--- src/sv/stns_pkg.sv ---
// ---------------------------------------------------------------------------
// Slot table package
// Word types, field widths, codes and defaults shared by the slot table.
// ---------------------------------------------------------------------------
package stns_pkg;

   localparam int POS_W         = 10;
   localparam int VAL_W         = 31;
   localparam int SUM_W         = 64;
   localparam int SLOTS_DEFAULT = 1024;
   localparam int ADDR_W_DEFAULT = $clog2(SLOTS_DEFAULT) + 1;

   localparam logic REQ_INSERT = 1'b0;
   localparam logic REQ_REMOVE = 1'b1;

   localparam logic STATUS_DONE    = 1'b0;
   localparam logic STATUS_IGNORED = 1'b1;

   typedef struct packed {
      logic             req_type;
      logic [POS_W-1:0] position;
      logic [VAL_W-1:0] value;
   } req_word_type;

   typedef struct packed {
      logic        [VAL_W-1:0] left_value;
      logic        [VAL_W-1:0] right_value;
      logic signed [SUM_W-1:0] pair_sum;
      logic                    status;
   } rsp_word_type;

   typedef enum logic [1:0] {
      MAC_IDLE   = 2'd0,
      MAC_LR     = 2'd1,
      MAC_LS     = 2'd2,
      MAC_COMMIT = 2'd3
   } mac_op_type;

   typedef struct packed {
      mac_op_type op;
      logic       is_remove;
   } mac_ctrl_type;

endpackage

--- src/sv/stns_mac.sv ---
// ---------------------------------------------------------------------------
// Slot table multiply-accumulate
// One shared multiplier forms the neighbour products in two steps and
// folds them into the running pair sum.
// ---------------------------------------------------------------------------
module stns_mac (
   input  logic                       clock,
   input  logic                       reset,
   input  stns_pkg::mac_ctrl_type     ctrl,
   input  logic [stns_pkg::VAL_W-1:0] left_value,
   input  logic [stns_pkg::VAL_W-1:0] right_value,
   input  logic [stns_pkg::VAL_W-1:0] operand,
   output logic [stns_pkg::SUM_W-1:0] sum
);

   localparam int ProdW = 2 * stns_pkg::VAL_W + 1;

   logic [stns_pkg::VAL_W:0]   mul_a;
   logic [stns_pkg::VAL_W-1:0] mul_b;
   logic [ProdW-1:0]           mul_p;
   logic [ProdW-1:0]           prod_ff, prod_in;
   logic [stns_pkg::SUM_W-1:0] prod_ext;
   logic [stns_pkg::SUM_W-1:0] acc_ff, acc_in;
   logic [stns_pkg::SUM_W-1:0] sum_ff, sum_in;

   always_comb begin
      if (ctrl.op == stns_pkg::MAC_LR) begin
         mul_a = {1'b0, left_value};
         mul_b = right_value;
      end else begin
         mul_a = {1'b0, left_value} + {1'b0, right_value};
         mul_b = operand;
      end
      mul_p = {{stns_pkg::VAL_W{1'b0}}, mul_a} * {{(stns_pkg::VAL_W + 1){1'b0}}, mul_b};
   end

   assign prod_ext = {{(stns_pkg::SUM_W - ProdW){1'b0}}, prod_ff};

   // Insert: sum - left*right + (left+right)*value; remove has the signs swapped.
   always_comb begin
      prod_in = prod_ff;
      acc_in  = acc_ff;
      sum_in  = sum_ff;
      case (ctrl.op)
         stns_pkg::MAC_LR: begin
            prod_in = mul_p;
         end
         stns_pkg::MAC_LS: begin
            prod_in = mul_p;
            acc_in  = ctrl.is_remove ? sum_ff + prod_ext : sum_ff - prod_ext;
         end
         stns_pkg::MAC_COMMIT: begin
            sum_in = ctrl.is_remove ? acc_ff - prod_ext : acc_ff + prod_ext;
         end
         default: begin
         end
      endcase
   end

   always_ff @(posedge clock) begin
      if (reset) begin
         sum_ff <= '0;
      end else begin
         sum_ff <= sum_in;
      end
      prod_ff <= prod_in;
      acc_ff  <= acc_in;
   end

   assign sum = sum_ff;

endmodule

--- config.mk ---
export PLATFORM = sky130hd
export DESIGN_NAME = stns_mac
export DESIGN_NICKNAME = d
export VERILOG_FILES = /design/src/sv/stns_pkg.sv /design/src/sv/stns_mac.sv
export SDC_FILE = /design/constraint.sdc
export NUM_CORES = 2
export LEC_CHECK = 0
export BUFFER_PORTS_ARGS = -buffer_cell sky130_fd_sc_hd__buf_4
export CAP_MARGIN = 20
export CORE_ASPECT_RATIO = 1.1
export CORE_MARGIN = 3
export CORE_UTILIZATION = 40
export DETAILED_ROUTE_END_ITERATION = 12
export PLACE_DENSITY = 0.6
export SLEW_MARGIN = 40
export SYNTH_ARGS = -nofsm -noshare
export SYNTH_HDL_FRONTEND = slang
export SYNTH_SLANG_ARGS = --single-unit
--- constraint.sdc ---
create_clock -name clock -period 17.5 [get_ports clock]
set_clock_uncertainty 0.05 [all_clocks]
set_input_delay 0.875 -clock clock [delete_from_list [all_inputs] [get_ports clock]]
set_output_delay 0.875 -clock clock [all_outputs]
set_load 0.02 [all_outputs]
==> summary.txt <==
Outcome
  • Outcome: finished clean

Worst setup path
  • Worst Setup SP: right_value[9]
  • Critical path type: primary input to flop
  • R2r endpoint: sum[62]$_SDFFE_PP0N_
  • Startpoint Class: primary input
  • Largest stage delay, worst path: 620 ps
  • Crit path max-delay cell type: fa_1
  • Crit Path Max Fanout: 22
  • Critical Path AT: roughly 11000 ps
  • Worst Setup End Kind: flop
  • Most used cell, CP: fa_1
  • R2R Setup Slk: roughly 12000 ps
  • Req. time, crit path: 17650 ps
  • Worst R2R Start: prod_ff[0]$_DFFE_PP_
  • FF-to-FF path depth: 21

Yosys
  • Post-Synthesis Cells: 5681
  • Syn nets: 7065
  • Largest cells by area after synthesis: fa_1, ha_1, edfxtp_1
  • Flops & latches, synth: 191
  • Synth warn: 0
  • Seq/Total Area, Yosys: 0.104
  • Synth Cell Area: 49100 um^2
  • Synthesized area per cell: 8.64 um^2
  • Synth cell count leaders: inv_1, fa_1, nor2_1
  • Synth top area share: 0.355
  • Count leader, synth: inv_1
  • Fraction of registers with async set/reset: 0
  • Post-synth top flop: edfxtp_1
  • Number of synthesized flops with an enable pin: 127
  • Yosys cell types: 83
  • Cell taking the most area after synthesis: fa_1

Timing
  • Post-layout min period: 10830 ps
  • Final-report hold violation count: 0
  • Worst-margin pin slew: 907 ps
  • Final TNS setup: 0 ps
  • Fin crit share: 0.619
  • Final setup fails: 0
  • Worst slew margin: 0.396
  • Final Max Tran Viols: 0
  • RSZ-0062 raised after global routing: false
  • Final WS setup: 6670 ps
  • Highest clock rate: between 90 and 100 MHz

Layout
  • Area Overhead vs Synth: 7.06%
  • Share of layout cells above drive strength 1: 0.0633
  • Final nets: roughly 7000
  • Post-route insts no fill: approximately 7300

Drt
  • Initial DRC count: roughly 3300
  • WL/cell: 22.3 um
  • Final WL: 162000 um
  • Drt first pass iters: 8
  • DR vias: 40353
  • Vias per cell: 5.54
  • DRT antenna net count: 0
  • Detailed-route DRC error count: 0

Clock tree
  • Worst-path clk slew: 70 ps
  • Setup Buffers After CTS: 0
  • Hold_buf cts: 0
  • Root Buffer: clkbuf_16
  • Post-CTS Resized: 0
  • CTS tree: built
  • CTS max path bufs: 2
  • Cts bufs inserted: 17
  • Clock Latency Late Sink: 470 ps
  • Clock Sinks: between 150 and 200
  • H-tree lvl count: 4

Placed design
  • IO Port Bufs: 161
  • HPWL Detailed: 131000 um
  • Dpl ws: 6200 ps
  • DP Cell Count: 7253
  • RD Place Congestion: 0.984

Floorplanning
  • Starting Density: 0.404
  • I/O pin cnt: 162
  • Die footprint: about 130000 um^2
  • Site Rows: 134
  • Core area: 122000 um^2
  • Die Y: ~370 um
  • Die width: between 300 and 400 um

Flow run
  • Total of max-cap violations: 0

Worst hold path
  • Hold Crit Depth: 2
  • Worst Min Path Start: sum[2]$_SDFFE_PP0N_
  • Hold Crit Class: flop to flop
  • Worst Hold End: sum[2]$_SDFFE_PP0N_

Global route
  • Vias in the first global route: 41714
  • GR Overflow Total: 0
  • First-pass GRT wire length: between 200000 and 250000 um
  • Gr usage total: 0.252
  • Initial antenna violation count: 0
  • Maximum number of pins on one net before global-route repair: 70
## through the flow
step                       util  hold slack (ps)  area (um^2)
after detailed placement  0.427              478        52000
after global routing      0.432              510        52500
after CTS                 0.432              488        52500
final                     0.432              484        52500
after global placement    0.427              470        51900
after floorplan               -              495        49100
## critical path: cells and delay by family
kind,cells,cell delay [ps]
buffers and inverters,6,800
AO/OA/AOI/OAI,13,3210
AND/OR/NAND/NOR,5,940
adder cells (fa/ha/maj),10,4720
XOR/XNOR,2,380
## metal layers
| metal | vias up | GRT usage | routed length, um |
|---|---|---|---|
| li1 | 18156 | - | - |
| met1 | 19880 | 0.341 | 67400 |
| met2 | 1902 | 0.399 | 72200 |
| met3 | 415 | 0.0420 | 14600 |
| met4 | 0 | 0.109 | 8220 |
| met5 | - | 0 | 0 |
## placed cells by master, fill, tap and decap left out, drive strengths merged, types with 32 or more instances in the layout
cell,n
inv,988
fa,869
nor2,642
nand2,563
ha,417
a21oi,303
buf,239
xnor2,151
o21ai,142
a21o,135
edfxtp,127
xor2,113
a22oi,70
a22o,69
dfxtp,64
and2,63
nor2b,54
o21bai,53
nand4,52
nor3,48
mux2i,43
nand3,42
a31oi,35
o21a,32
## registers in the layout, summed over array words and instances (netlist names)
register  count
sum          64
acc_ff       64
prod_ff      63
## final cells by class
class | instances | area [um^2]
Fill cell | 12122 | 69000
Multi-Input combinational cell | 4209 | 39300
Sequential cell | 191 | 5090
Inverter | 982 | 3690
Tap cell | 1632 | 2040
Timing Repair Buffer | 239 | 1810
Clock buffer | 18 | 429
Clock inverter | 14 | 133
Antenna cell | 1 | 2.50
## cell families (layout without fill, tap and decap cells)
logic type,count (synthesis),after routing,synth area share
simple gates,1605,1605,0.143
fa+ha+maj,1286,1286,0.461
buf+inv,1281,1253,0.0982
compound gates,1001,1001,0.136
xor+xnor,264,264,0.0473
flops,191,191,0.104
mux,53,53,0.0111
other cells,0,1,0
## how the worst max path moves through the flow
| stage | end | cells past startpoint |
|---|---|---|
| detailed placement | prod_ff[62]$_DFFE_PP_ | 31 |
| finish | prod_ff[59]$_DFFE_PP_ | 36 |
| global placement | prod_ff[62]$_DFFE_PP_ | 36 |
| floorplan | prod_ff[59]$_DFFE_PP_ | 37 |
| global route | prod_ff[59]$_DFFE_PP_ | 36 |
| CTS | prod_ff[62]$_DFFE_PP_ | 31 |
Power is not shown: default switching activity piles up to over one toggle a cycle in this logic, so the estimate is an artifact.
